$ cat src/bqrm_pkg.sv
package bqrm_pkg;

    localparam int MAX_DEPTH  = 64;
    localparam int ADDR_W     = (MAX_DEPTH > 1) ? $clog2(MAX_DEPTH) : 1;
    localparam int SLOT_W     = ADDR_W + 1;
    localparam int CNT_W      = $clog2(MAX_DEPTH + 1);
    localparam int HEIGHT_W   = 16;
    localparam int TAG_W      = 8;
    localparam int SUM_W      = HEIGHT_W + ADDR_W;
    localparam int STEP_W     = $clog2(SUM_W);
    localparam int CAP_W      = 7;
    localparam int CAP_RESET  = 5;
    localparam int ENTRY_W    = HEIGHT_W + TAG_W;

    // Stream payload layout.
    localparam int IN_TDATA_W   = ((HEIGHT_W + TAG_W + 7) / 8) * 8;
    localparam int OUT_MEAN_LSB = 0;
    localparam int OUT_RH_LSB   = OUT_MEAN_LSB + HEIGHT_W;
    localparam int OUT_RT_LSB   = OUT_RH_LSB + HEIGHT_W;
    localparam int OUT_OCC_LSB  = OUT_RT_LSB + TAG_W;
    localparam int OUT_TDATA_W  = ((OUT_OCC_LSB + CNT_W + 7) / 8) * 8;

    localparam logic KIND_INSERT = 1'b0;
    localparam logic KIND_REMOVE = 1'b1;

    typedef logic [ADDR_W-1:0]   t_addr;
    typedef logic [CNT_W-1:0]    t_cnt;
    typedef logic [HEIGHT_W-1:0] t_height;
    typedef logic [TAG_W-1:0]    t_tag;
    typedef logic [SUM_W-1:0]    t_sum;

    // Commands from the controller to the datapath.
    typedef struct packed {
        logic latch;     // capture the incoming transaction
        logic rd;        // read the oldest entry
        logic pop;       // retire the oldest entry
        logic write;     // append the new entry and start the divider
        logic div_step;  // one quotient bit
        logic load_out;  // move the result into the output register
    } t_cmd;

    // Status from the datapath to the controller.
    typedef struct packed {
        logic kind;      // latched operation
        logic evict;     // queue is at or above capacity
        logic empty;     // queue holds nothing
        logic div_last;  // final quotient bit in progress
        logic out_free;  // output register can take a result
    } t_sts;

endpackage

$ cat src/bqrm_ram.sv
module bqrm_ram #(
    parameter int WIDTH = 8,
    parameter int DEPTH = 64
) (
    input  logic                                        i_clk,
    input  logic                                        i_wr_en,
    input  logic [((DEPTH > 1) ? $clog2(DEPTH) : 1)-1:0] i_wr_addr,
    input  logic [WIDTH-1:0]                            i_wr_data,
    input  logic                                        i_rd_en,
    input  logic [((DEPTH > 1) ? $clog2(DEPTH) : 1)-1:0] i_rd_addr,
    output logic [WIDTH-1:0]                            o_rd_data
);

    logic [WIDTH-1:0] r_mem [DEPTH];
    logic [WIDTH-1:0] r_rd_data;

    always_ff @(posedge i_clk) begin
        if (i_wr_en) begin
            r_mem[i_wr_addr] <= i_wr_data;
        end
        if (i_rd_en) begin
            r_rd_data <= r_mem[i_rd_addr];
        end
    end

    assign o_rd_data = r_rd_data;

endmodule

$ cat src/bqrm_ctrl.sv
module bqrm_ctrl (
    input  logic            i_clk,
    input  logic            i_rst_n,
    input  logic            i_in_valid,
    input  logic            i_in_kind,
    input  bqrm_pkg::t_sts  i_sts,
    output logic            o_in_ready,
    output bqrm_pkg::t_cmd  o_cmd
);
    import bqrm_pkg::*;

    localparam logic [2:0] S_IDLE  = 3'd0;
    localparam logic [2:0] S_READ  = 3'd1;
    localparam logic [2:0] S_POP   = 3'd2;
    localparam logic [2:0] S_WRITE = 3'd3;
    localparam logic [2:0] S_DIV   = 3'd4;
    localparam logic [2:0] S_DONE  = 3'd5;

    logic [2:0] r_state;
    logic [2:0] n_state;
    logic       accept;

    assign o_in_ready = (r_state == S_IDLE);
    assign accept     = o_in_ready && i_in_valid;

    always_comb begin
        n_state        = r_state;
        o_cmd          = '0;
        o_cmd.latch    = accept;
        o_cmd.rd       = (r_state == S_READ);
        o_cmd.pop      = (r_state == S_POP);
        o_cmd.write    = (r_state == S_WRITE);
        o_cmd.div_step = (r_state == S_DIV);
        o_cmd.load_out = (r_state == S_DONE) && i_sts.out_free;
        unique case (r_state)
            S_IDLE: begin
                if (accept) begin
                    if (i_in_kind == KIND_REMOVE) begin
                        n_state = i_sts.empty ? S_DONE : S_READ;
                    end else begin
                        n_state = i_sts.evict ? S_READ : S_WRITE;
                    end
                end
            end
            S_READ:  n_state = S_POP;
            S_POP:   n_state = (i_sts.kind == KIND_REMOVE) ? S_DONE : S_WRITE;
            S_WRITE: n_state = S_DIV;
            S_DIV: begin
                if (i_sts.div_last) begin
                    n_state = S_DONE;
                end
            end
            S_DONE: begin
                if (i_sts.out_free) begin
                    n_state = S_IDLE;
                end
            end
            default: n_state = S_IDLE;
        endcase
    end

    always_ff @(posedge i_clk) begin
        if (!i_rst_n) begin
            r_state <= S_IDLE;
        end else begin
            r_state <= n_state;
        end
    end

endmodule

$ cat src/bqrm_dp.sv
module bqrm_dp (
    input  logic                              i_clk,
    input  logic                              i_rst_n,
    input  logic                              i_cfg_wr_en,
    input  logic [bqrm_pkg::CAP_W-1:0]        i_cfg_wr_data,
    input  logic                              i_in_kind,
    input  logic [bqrm_pkg::IN_TDATA_W-1:0]   i_in_data,
    input  logic                              i_out_ready,
    input  bqrm_pkg::t_cmd                    i_cmd,
    output bqrm_pkg::t_sts                    o_sts,
    output logic                              o_out_valid,
    output logic [bqrm_pkg::OUT_TDATA_W-1:0]  o_out_data,
    output logic                              o_out_user
);
    import bqrm_pkg::*;

    // Control state.
    logic [CAP_W-1:0] r_capacity;
    t_addr            r_head;
    t_cnt             r_count;
    t_sum             r_sum;
    logic             r_out_valid;

    // Per-transaction payload.
    logic             r_kind;
    logic             r_empty;
    t_height          r_height;
    t_tag             r_tag;
    t_height          r_rm_height;
    t_tag             r_rm_tag;

    // Divider.
    t_cnt             r_rem;
    t_sum             r_quo;
    logic [STEP_W-1:0] r_step;

    logic [OUT_TDATA_W-1:0] r_out_data;
    logic                   r_out_user;

    t_cnt                 eff_cap;
    logic [SLOT_W-1:0]    slot_sum;
    t_addr                wr_slot;
    t_addr                head_next;
    logic [ENTRY_W-1:0]   rd_entry;
    t_height              rd_height;
    t_tag                 rd_tag;
    t_sum                 sum_add;
    logic [CNT_W:0]       trial;
    logic [CNT_W:0]       trial_diff;
    logic [OUT_TDATA_W-1:0] n_out_data;

    // Capacity zero acts as one; anything beyond the store saturates.
    always_comb begin
        if (r_capacity == '0) begin
            eff_cap = CNT_W'(1);
        end else if (32'(r_capacity) > MAX_DEPTH) begin
            eff_cap = CNT_W'(MAX_DEPTH);
        end else begin
            eff_cap = CNT_W'(r_capacity);
        end
    end

    always_comb begin
        slot_sum = SLOT_W'(r_head) + SLOT_W'(r_count);
        if (slot_sum >= SLOT_W'(MAX_DEPTH)) begin
            slot_sum = slot_sum - SLOT_W'(MAX_DEPTH);
        end
        wr_slot = slot_sum[ADDR_W-1:0];
        head_next = (r_head == ADDR_W'(MAX_DEPTH - 1)) ? '0 : r_head + ADDR_W'(1);
    end

    bqrm_ram #(
        .WIDTH (ENTRY_W),
        .DEPTH (MAX_DEPTH)
    ) u_store (
        .i_clk     (i_clk),
        .i_wr_en   (i_cmd.write),
        .i_wr_addr (wr_slot),
        .i_wr_data ({r_tag, r_height}),
        .i_rd_en   (i_cmd.rd),
        .i_rd_addr (r_head),
        .o_rd_data (rd_entry)
    );

    assign rd_height = rd_entry[HEIGHT_W-1:0];
    assign rd_tag    = rd_entry[ENTRY_W-1:HEIGHT_W];
    assign sum_add   = r_sum + SUM_W'(r_height);

    // One restoring step: shift in the next dividend bit, subtract if it fits.
    assign trial      = {r_rem, r_quo[SUM_W-1]};
    assign trial_diff = trial - {1'b0, r_count};

    always_ff @(posedge i_clk) begin
        if (!i_rst_n) begin
            r_capacity  <= CAP_W'(CAP_RESET);
            r_head      <= '0;
            r_count     <= '0;
            r_sum       <= '0;
            r_out_valid <= 1'b0;
        end else begin
            if (i_cfg_wr_en) begin
                r_capacity <= i_cfg_wr_data;
            end
            if (i_cmd.pop) begin
                r_sum   <= r_sum - SUM_W'(rd_height);
                r_head  <= head_next;
                r_count <= r_count - CNT_W'(1);
            end else if (i_cmd.write) begin
                r_sum   <= sum_add;
                r_count <= r_count + CNT_W'(1);
            end
            if (i_cmd.load_out) begin
                r_out_valid <= 1'b1;
            end else if (i_out_ready) begin
                r_out_valid <= 1'b0;
            end
        end
    end

    always_ff @(posedge i_clk) begin
        if (i_cmd.latch) begin
            r_kind      <= i_in_kind;
            r_empty     <= (i_in_kind == KIND_REMOVE) && (r_count == '0);
            r_height    <= i_in_data[HEIGHT_W-1:0];
            r_tag       <= i_in_data[HEIGHT_W+TAG_W-1:HEIGHT_W];
            r_rm_height <= '0;
            r_rm_tag    <= '0;
        end
        if (i_cmd.pop && (r_kind == KIND_REMOVE)) begin
            r_rm_height <= rd_height;
            r_rm_tag    <= rd_tag;
        end
        if (i_cmd.write) begin
            r_rem  <= '0;
            r_quo  <= sum_add;
            r_step <= '0;
        end else if (i_cmd.div_step) begin
            if (!trial_diff[CNT_W]) begin
                r_rem <= trial_diff[CNT_W-1:0];
                r_quo <= {r_quo[SUM_W-2:0], 1'b1};
            end else begin
                r_rem <= trial[CNT_W-1:0];
                r_quo <= {r_quo[SUM_W-2:0], 1'b0};
            end
            r_step <= r_step + STEP_W'(1);
        end
        if (i_cmd.load_out) begin
            r_out_data <= n_out_data;
            r_out_user <= r_empty;
        end
    end

    always_comb begin
        n_out_data = '0;
        if (r_kind == KIND_INSERT) begin
            n_out_data[OUT_MEAN_LSB +: HEIGHT_W] = r_quo[HEIGHT_W-1:0];
        end
        n_out_data[OUT_RH_LSB +: HEIGHT_W] = r_rm_height;
        n_out_data[OUT_RT_LSB +: TAG_W]    = r_rm_tag;
        n_out_data[OUT_OCC_LSB +: CNT_W]   = r_count;
    end

    always_comb begin
        o_sts          = '0;
        o_sts.kind     = r_kind;
        o_sts.evict    = (r_count >= eff_cap);
        o_sts.empty    = (r_count == '0);
        o_sts.div_last = (r_step == STEP_W'(SUM_W - 1));
        o_sts.out_free = !r_out_valid || i_out_ready;
    end

    assign o_out_valid = r_out_valid;
    assign o_out_data  = r_out_data;
    assign o_out_user  = r_out_user;

endmodule

$ cat src/bounded_queue_running_mean_unit.sv
// Channel   Direction  Handshake                      Contents
// config    in         i_cfg_wr_en                    i_cfg_wr_data: queue capacity
// s_axis    in         s_axis_tvalid / s_axis_tready  tdata: height, tag; tuser: kind
// m_axis    out        m_axis_tvalid / m_axis_tready  tdata: mean, removed entry, occupancy
//
// Transactions are handled one at a time. An insert writes the store, then the 22-step
// restoring divider forms the mean; an eviction first reads and pops the oldest entry. A
// remove does the registered read of the entry store and pops the entry, and a remove on
// an empty queue goes straight to the result register. The input is ready again in the
// cycle after the result is loaded. Reset is synchronous and active low; the store itself
// is not cleared. A result waits in the output register while the consumer stalls, and
// the block holds its next result until that register is free.
module bounded_queue_running_mean_unit (
    input  logic                              i_clk,
    input  logic                              i_rst_n,
    input  logic                              i_cfg_wr_en,
    input  logic [bqrm_pkg::CAP_W-1:0]        i_cfg_wr_data,
    input  logic                              s_axis_tvalid,
    output logic                              s_axis_tready,
    // [15:0] height, [23:16] record_tag
    input  logic [bqrm_pkg::IN_TDATA_W-1:0]   s_axis_tdata,
    // [0] kind
    input  logic                              s_axis_tuser,
    output logic                              m_axis_tvalid,
    input  logic                              m_axis_tready,
    // [15:0] mean_height, [31:16] removed_height, [39:32] removed_tag,
    // [46:40] occupancy, upper bits zero
    output logic [bqrm_pkg::OUT_TDATA_W-1:0]  m_axis_tdata,
    // [0] was_empty
    output logic                              m_axis_tuser
);
    import bqrm_pkg::*;

    t_cmd cmd;
    t_sts sts;

    // The controller sequences each transaction; the datapath holds the queue state,
    // the entry store, the divider and the output register.
    bqrm_ctrl u_ctrl (
        .i_clk      (i_clk),
        .i_rst_n    (i_rst_n),
        .i_in_valid (s_axis_tvalid),
        .i_in_kind  (s_axis_tuser),
        .i_sts      (sts),
        .o_in_ready (s_axis_tready),
        .o_cmd      (cmd)
    );

    bqrm_dp u_dp (
        .i_clk         (i_clk),
        .i_rst_n       (i_rst_n),
        .i_cfg_wr_en   (i_cfg_wr_en),
        .i_cfg_wr_data (i_cfg_wr_data),
        .i_in_kind     (s_axis_tuser),
        .i_in_data     (s_axis_tdata),
        .i_out_ready   (m_axis_tready),
        .i_cmd         (cmd),
        .o_sts         (sts),
        .o_out_valid   (m_axis_tvalid),
        .o_out_data    (m_axis_tdata),
        .o_out_user    (m_axis_tuser)
    );

endmodule

$ cat config.mk
export PLATFORM = sky130hd
export DESIGN_NAME = bounded_queue_running_mean_unit
export DESIGN_NICKNAME = d
export VERILOG_FILES = /design/src/bqrm_pkg.sv /design/src/bqrm_ram.sv /design/src/bqrm_ctrl.sv /design/src/bqrm_dp.sv /design/src/bounded_queue_running_mean_unit.sv
export SDC_FILE = /design/constraint.sdc
export NUM_CORES = 2
export LEC_CHECK = 0
export BUFFER_PORTS_ARGS = -buffer_cell sky130_fd_sc_hd__buf_4
export CORE_ASPECT_RATIO = 2
export CORE_MARGIN = 2
export CORE_UTILIZATION = 42
export DETAILED_ROUTE_END_ITERATION = 10
export GPL_TIMING_DRIVEN = 0
export PLACE_DENSITY_LB_ADDON = 0.3
export SYNTH_ARGS = -nofsm -noshare
export SYNTH_HDL_FRONTEND = slang
export SYNTH_HIERARCHICAL = 1
export SYNTH_SLANG_ARGS = --single-unit
$ cat constraint.sdc
create_clock -name i_clk -period 4.5 [get_ports i_clk]
set_input_delay 0.225 -clock i_clk [delete_from_list [all_inputs] [get_ports i_clk]]
set_output_delay 0.225 -clock i_clk [all_outputs]
set_load 0.01 [all_outputs]
* Word level (Yosys, flattened, before mapping)
Memory sizes are Yosys's and may differ from the RTL's. A register that Yosys moved wholly into a read port is not among the register bits.
Index checks and enable logic that the tools add are counted.
** Storage, ports and cells
- Flip-flop bits (word level) :: 178
- Bits in latches :: 0
- RAM bits :: 1536
- ROM bits :: 0
- Output and inout port bits :: 51
- Logic and storage cells :: 83
- Memories :: 1
** Cells by class
- Add/subtract/negate cells :: 9
- $mul :: 0
- Divide/modulo/power cells :: 0
- Order comparisons :: 3
- Equality and inequality tests :: 10
- Shifts and indexed selects :: 0
- Multiplexer cells :: 28
- Bitwise logic cells :: 0
- Reductions and logical operators :: 14
** Memory list
- u_dp.u_store.r_mem :: words 64, bits a word 24, read ports 1, clocked after memory_dff 1, wr ports 1, line bqrm_ram.sv:14 : logic [WIDTH-1:0] r_mem [DEPTH];
** Operator list (number)
- $mux 22 :: 4
- $mux 7 :: 5
- $mux 16 :: 2
- $add 22x16->22 :: 1
- $sub 22x16->22 :: 1
- $mux 3 :: 6
- $pmux 3 s6 :: 1
- $mux 8 :: 2
- $logic_not 7->1 :: 2
- $mux 6 :: 2
- $reduce_bool 2->1 :: 4
- $sub 8x7->8 :: 1
- $add 6x7->7 :: 1
- $add 7x1->7 const B :: 1
- $ge 7x7->1 :: 1
- $ge 7x7->1 const B :: 1
- $gt 7x7->1 const B :: 1
- $sub 7x1->7 const B :: 1
- $add 6x1->6 const B :: 1
- $eq 3x2->1 const B :: 2
- $eq 3x3->1 const B :: 2
- $eq 6x6->1 const B :: 1
- $sub 6x1->6 const B :: 1
- $add 5x1->5 const B :: 1
- other kinds (11) :: 19

* Logic depth before layout (Yosys ltp)
- Depth after elaboration :: 8
- Depth in mapped cells :: 14
- Depth with buffers taken out :: 14

* Cells and area by module
Netlist, hierarchy kept.
** Modules (own cells, without submodules)
- bqrm_ram :: instances 1, cells an instance 2610, area an instance 59535.8 µm², seq. area each 46844.9 µm²
- bqrm_dp :: instances 1, cells an instance 818, area an instance 8974.9 µm², seq. area each 4704.5 µm²
- bqrm_ctrl :: instances 1, cells an instance 35, area an instance 229.0 µm², seq. area each 60.1 µm²

* Worst setup path after synthesis
Ideal clock, no wire load.
- Kind :: register -> register
- Start point :: reg u_dp.r_count[1]
- End point :: mem u_dp/u_store/r_mem[48][0] (netlist name) (enable)
- Setup time :: 0.435 ns
- Arrival time :: 3.536 ns
- Required time :: 4.065 ns
- Slack :: 0.529 ns
- Cell stages (with the launch flop) :: 10
- Path buffers :: 1
- Cell sequence :: dfxtp_1 ha_1 a21o_1 a21oi_1 o21bai_1 a21oi_1 xnor2_1 clkbuf_1 nand4b_1 nor3_1
** Between the ends
- Word-level cells in the longest chain between the ends :: 3
** RTL lines
- from (decl) :: line bqrm_dp.sv:20 : t_cnt r_count;
- from (signal assigned) :: line bqrm_dp.sv:107 : r_count <= r_count - CNT_W'(1);
- from (signal assigned) :: line bqrm_dp.sv:110 : r_count <= r_count + CNT_W'(1);
- $add 6x7->7 (*) :: line bqrm_dp.sv:64 : slot_sum = SLOT_W'(r_head) + SLOT_W'(r_count);
- $sub 6x1->6 or $ge 7x7->1 (tied branches) :: line bqrm_dp.sv:66, bqrm_dp.sv:65
- $mux 6 (*) :: line bqrm_dp.sv:65 : if (slot_sum >= SLOT_W'(MAX_DEPTH)) begin
- net u_dp.slot_sum[5] :: line bqrm_dp.sv:41 : logic [SLOT_W-1:0] slot_sum;
- to (decl) :: line bqrm_ram.sv:14
Mark *: on every way through the listed nets, which the timed path passes. The rest lies on a longest branch.

==> metrics.csv <==
metric,value,unit
category of the worst setup path launch point,flip-flop,
Hold Slack,0.135,ns
number of enable-type register cells in the synthesized netlist,1680,
final count of negative-setup-slack endpoints,38,
transition at the pin with the smallest max-transition slack,1.58,ns
worst max-slew margin expressed relative to the limit,-8.04,%
RSZ-0062 raised after global routing,yes,
Fmax,213,MHz
count of port buffers added during placement,85,
flip-flop and latch count after synthesis,1738,
share of the synthesized area in the top cell type,73.4,%
fraction of final layout cells with drive strength greater than 1,25.8,%
cells after synthesis,3463,
wire length of the first global-routing pass,276000,µm
drt first-iter violations,3203,
number of hold-slack violations in the final timing report,0,
number of primary I/O pins,88,
FILL cells,13000,
Slew Limit Fails,2,
fraction of the yosys area taken by sequential cells,75.1,%
die height,576,µm
cell type with the largest total area after synthesis,sky130_fd_sc_hd__edfxtp_1,
post-detail-place hpwl,144000,µm
Critical Path AT,5.21,ns
skew final,0.0448,ns
Post-DP Area,0.0750,mm²
clk sink count,1738,
pin count of the biggest net entering global routing,37,
ratio of routed vias to standard cells,5.91,
clock transition at the registers of the reported paths,0.07,ns
cell row count,210,
global routing usage summed across all routing layers,23.8,%
TritonCTS clock tree,done,
ANT nets after route,0,
largest cells by area after synthesis,"sky130_fd_sc_hd__edfxtp_1 73%, sky130_fd_sc_hd__mux4_2 12%, sky130_fd_sc_hd__dfxtp_1 1.7%",
Core Box Area,0.163,mm²
average instance area after synthesis,19.8,µm²
Pre-antenna DRT Iters,6,
core utilization of the finished layout,49.3,%
cell chosen for the clock root,sky130_fd_sc_hd__clkbuf_16,
vias after detailed routing,36000,
number of nets in the layout,3963,
length of routed met2 wiring,107000,µm
status,"complete, but fails checks",
WL/cell,32.8,µm
max capacitance violation total,1,
"Non-Filler Cell Area, Final",0.0805,mm²
die width,290,µm
maximum net fanout on the critical path,11,
final weighted congestion in routability-driven placement,0.953,
classification of the worst setup path,flip-flop to flip-flop,
Synth Net Count,3564,
overall overflow remaining after global route,0,
kind of end point of the critical path,flip-flop,
number of buffers on the longest clock path,4,
worst ir drop on vdd,0.000345,V
highest layer used for signal routing,met4,
Yosys warning count,6,
Post-Syn Area,0.0687,mm²
initial standard-cell utilization of the core,42.1,%
Detail Route met3 WL,9420,µm
violations in the final reports,"capacitance limit, slew limit, setup timing",
final WL,200000,µm
H-tree Lvls,4,
area of the die,0.167,mm²
Crit path required time,5.02,ns
Period minus WS final,4.69,ns
growth of design area from synthesis to finish,17.1,%
initial antenna violation count,5,
final worst path period share,104,%
Total Power,0.0418,W
setup slack of the critical path after layout,-0.188,ns
count of different cell masters after synthesis,79,
Inserted Clock Buffers,154,
prevailing post-synth register cell,sky130_fd_sc_hd__edfxtp_1,
detailed-route wire length on metal 1,60700,µm
share of async-settable or async-resettable flops after synthesis,0,%
Leak,25.4,nW
Hold Crit Class,input pin to flip-flop,
number of global-route vias before repair,37200,
residual DRC count,0,
pwr/cell area,519,mW/mm²
Clock Latency Late Sink,0.81,ns
## per-stage QoR
step	setup TNS [ns]	instances	worst slack, ns
final	-1.11	6097	-0.188
after global routing	-20.20	6095	-0.106
after CTS	0	6092	0.0236
after detailed placement	-10.74	5777	-0.358
after global placement	-1129.61	5668	-1.95
after floorplan	0	3463	0.529
## registers in the layout (all words and copies together) (netlist names), 8 cells and up
name / flops
u_dp/r_rm_tag: 8
u_dp/r_sum: 22
u_dp/r_tag: 8
u_dp/u_store/r_mem: 1536
u_dp/o_out_data: 47
u_dp/r_quo: 22
u_dp/r_height: 16
u_dp/r_rm_height: 16
u_dp/u_store/o_rd_data: 24
## worst paths after layout
kind | slack, ns | startpoint | cells after the start | to
worst max-delay path | -0.19 | u_dp/r_head[2]$_SDFFE_PN0P_ | 8 | u_dp/u_store/o_rd_data[19]$_DFFE_PP_
worst max register to register | -0.19 | u_dp/r_head[2]$_SDFFE_PN0P_ | 8 | u_dp/u_store/o_rd_data[19]$_DFFE_PP_
worst min register to register | 0.42 | u_dp/r_rm_height[14]$_SDFFCE_PN0P_ | 0 | u_dp/o_out_data[30]$_DFFE_PP_
worst min-delay path | 0.13 | s_axis_tdata[17] | 2 | u_dp/r_tag[1]$_DFFE_PP_
## layout by cell type (no fill, tap or decap), drive strengths merged, types with 54 or more instances in the layout
cell	count
mux4	355
buf	300
ha	59
clkinv	54
nand2	100
mux2	56
a21oi	76
dfxtp	58
nor2	156
o22ai	56
mux2i	114
clkbuf	254
a221oi	60
edfxtp	1680
o21ai	63
inv	66
## cell usage after synthesis, drive strengths merged (3+ instances only)
library cell / instances
a21oi: 76
nand3: 23
nor3: 15
ha: 59
nand2: 100
a211o: 4
clkbuf: 72
a221o: 4
a22oi: 30
nand2b: 22
o31ai: 8
a31oi: 17
buf: 103
fa: 5
o211a: 4
o2111ai: 4
nor2: 153
mux4: 355
dfxtp: 58
a221oi: 60
mux2: 56
o211ai: 5
or3b: 3
nor2b: 25
mux2i: 114
a21o: 20
and3: 46
o21bai: 5
o21a: 24
or3: 16
and2: 8
xor2: 19
inv: 61
xnor2: 29
or2: 6
nand4: 10
nand3b: 5
o22ai: 56
a211oi: 11
o21ai: 63
edfxtp: 1680
## logic make-up (layout without fill, tap and decap cells)
family	count (synthesis)	after routing	synth area share, %
flops	1738	1738	75.1
mux	525	525	14.2
simple gates	441	444	3.07
compound gates	408	408	4.13
buf+inv	238	744	1.66
fa+ha+maj	64	64	1.22
xor+xnor	48	48	0.623
other cells	1	6	0.00546
## metal layers
layer  vias to the layer above  GRT usage [%]
li1                      15000              -
met2                      1483           44.4
met4                         0           21.9
met1                     19000           22.5
met3                       555           2.77
met5                         -              0
## power by group
part | total [W] | switching [W] | internal (W)
combinational | 0.00869 | 0.00513 | 0.00357
sequential | 0.0198 | 0.000598 | 0.0192
clock | 0.0133 | 0.00586 | 0.00741
total | 0.0418 | 0.0116 | 0.0302
## repair_timing
item	in CTS	in global routing
gates resized for setup	12	3
endpoints found under the setup margin	224	447
buffers inserted	3	0
cloned	2	1
hold buffers	44	0
pin swaps	2	9
endpoints found under the hold margin	37	0
## area by class of cell
class | instances | area, µm² | area share (%)
multi-input cells | 1490 | 16600 | 20.7
inverters | 63 | 236 | 0.294
clock inverters | 83 | 880 | 1.09
plain buffers | 174 | 902 | 1.12
diodes | 5 | 12.5 | 0.0155
well taps | 2120 | 2650 | 3.30
flip-flops and latches | 1738 | 51600 | 64.1
clock buffers | 183 | 4040 | 5.01
repair buffers | 241 | 3530 | 4.38
## worst max-delay path, cell delays in order (launching register included)
cell	delay, ns
sky130_fd_sc_hd__dfxtp_1	0.48
sky130_fd_sc_hd__buf_2	0.30
sky130_fd_sc_hd__buf_2	0.58
sky130_fd_sc_hd__buf_2	0.64
sky130_fd_sc_hd__buf_2	0.58
sky130_fd_sc_hd__buf_4	0.39
sky130_fd_sc_hd__mux2i_2	0.88
sky130_fd_sc_hd__a221oi_1	0.21
sky130_fd_sc_hd__o21a_1	0.25
No activity file was read; power rests on OpenSTA's default activity.
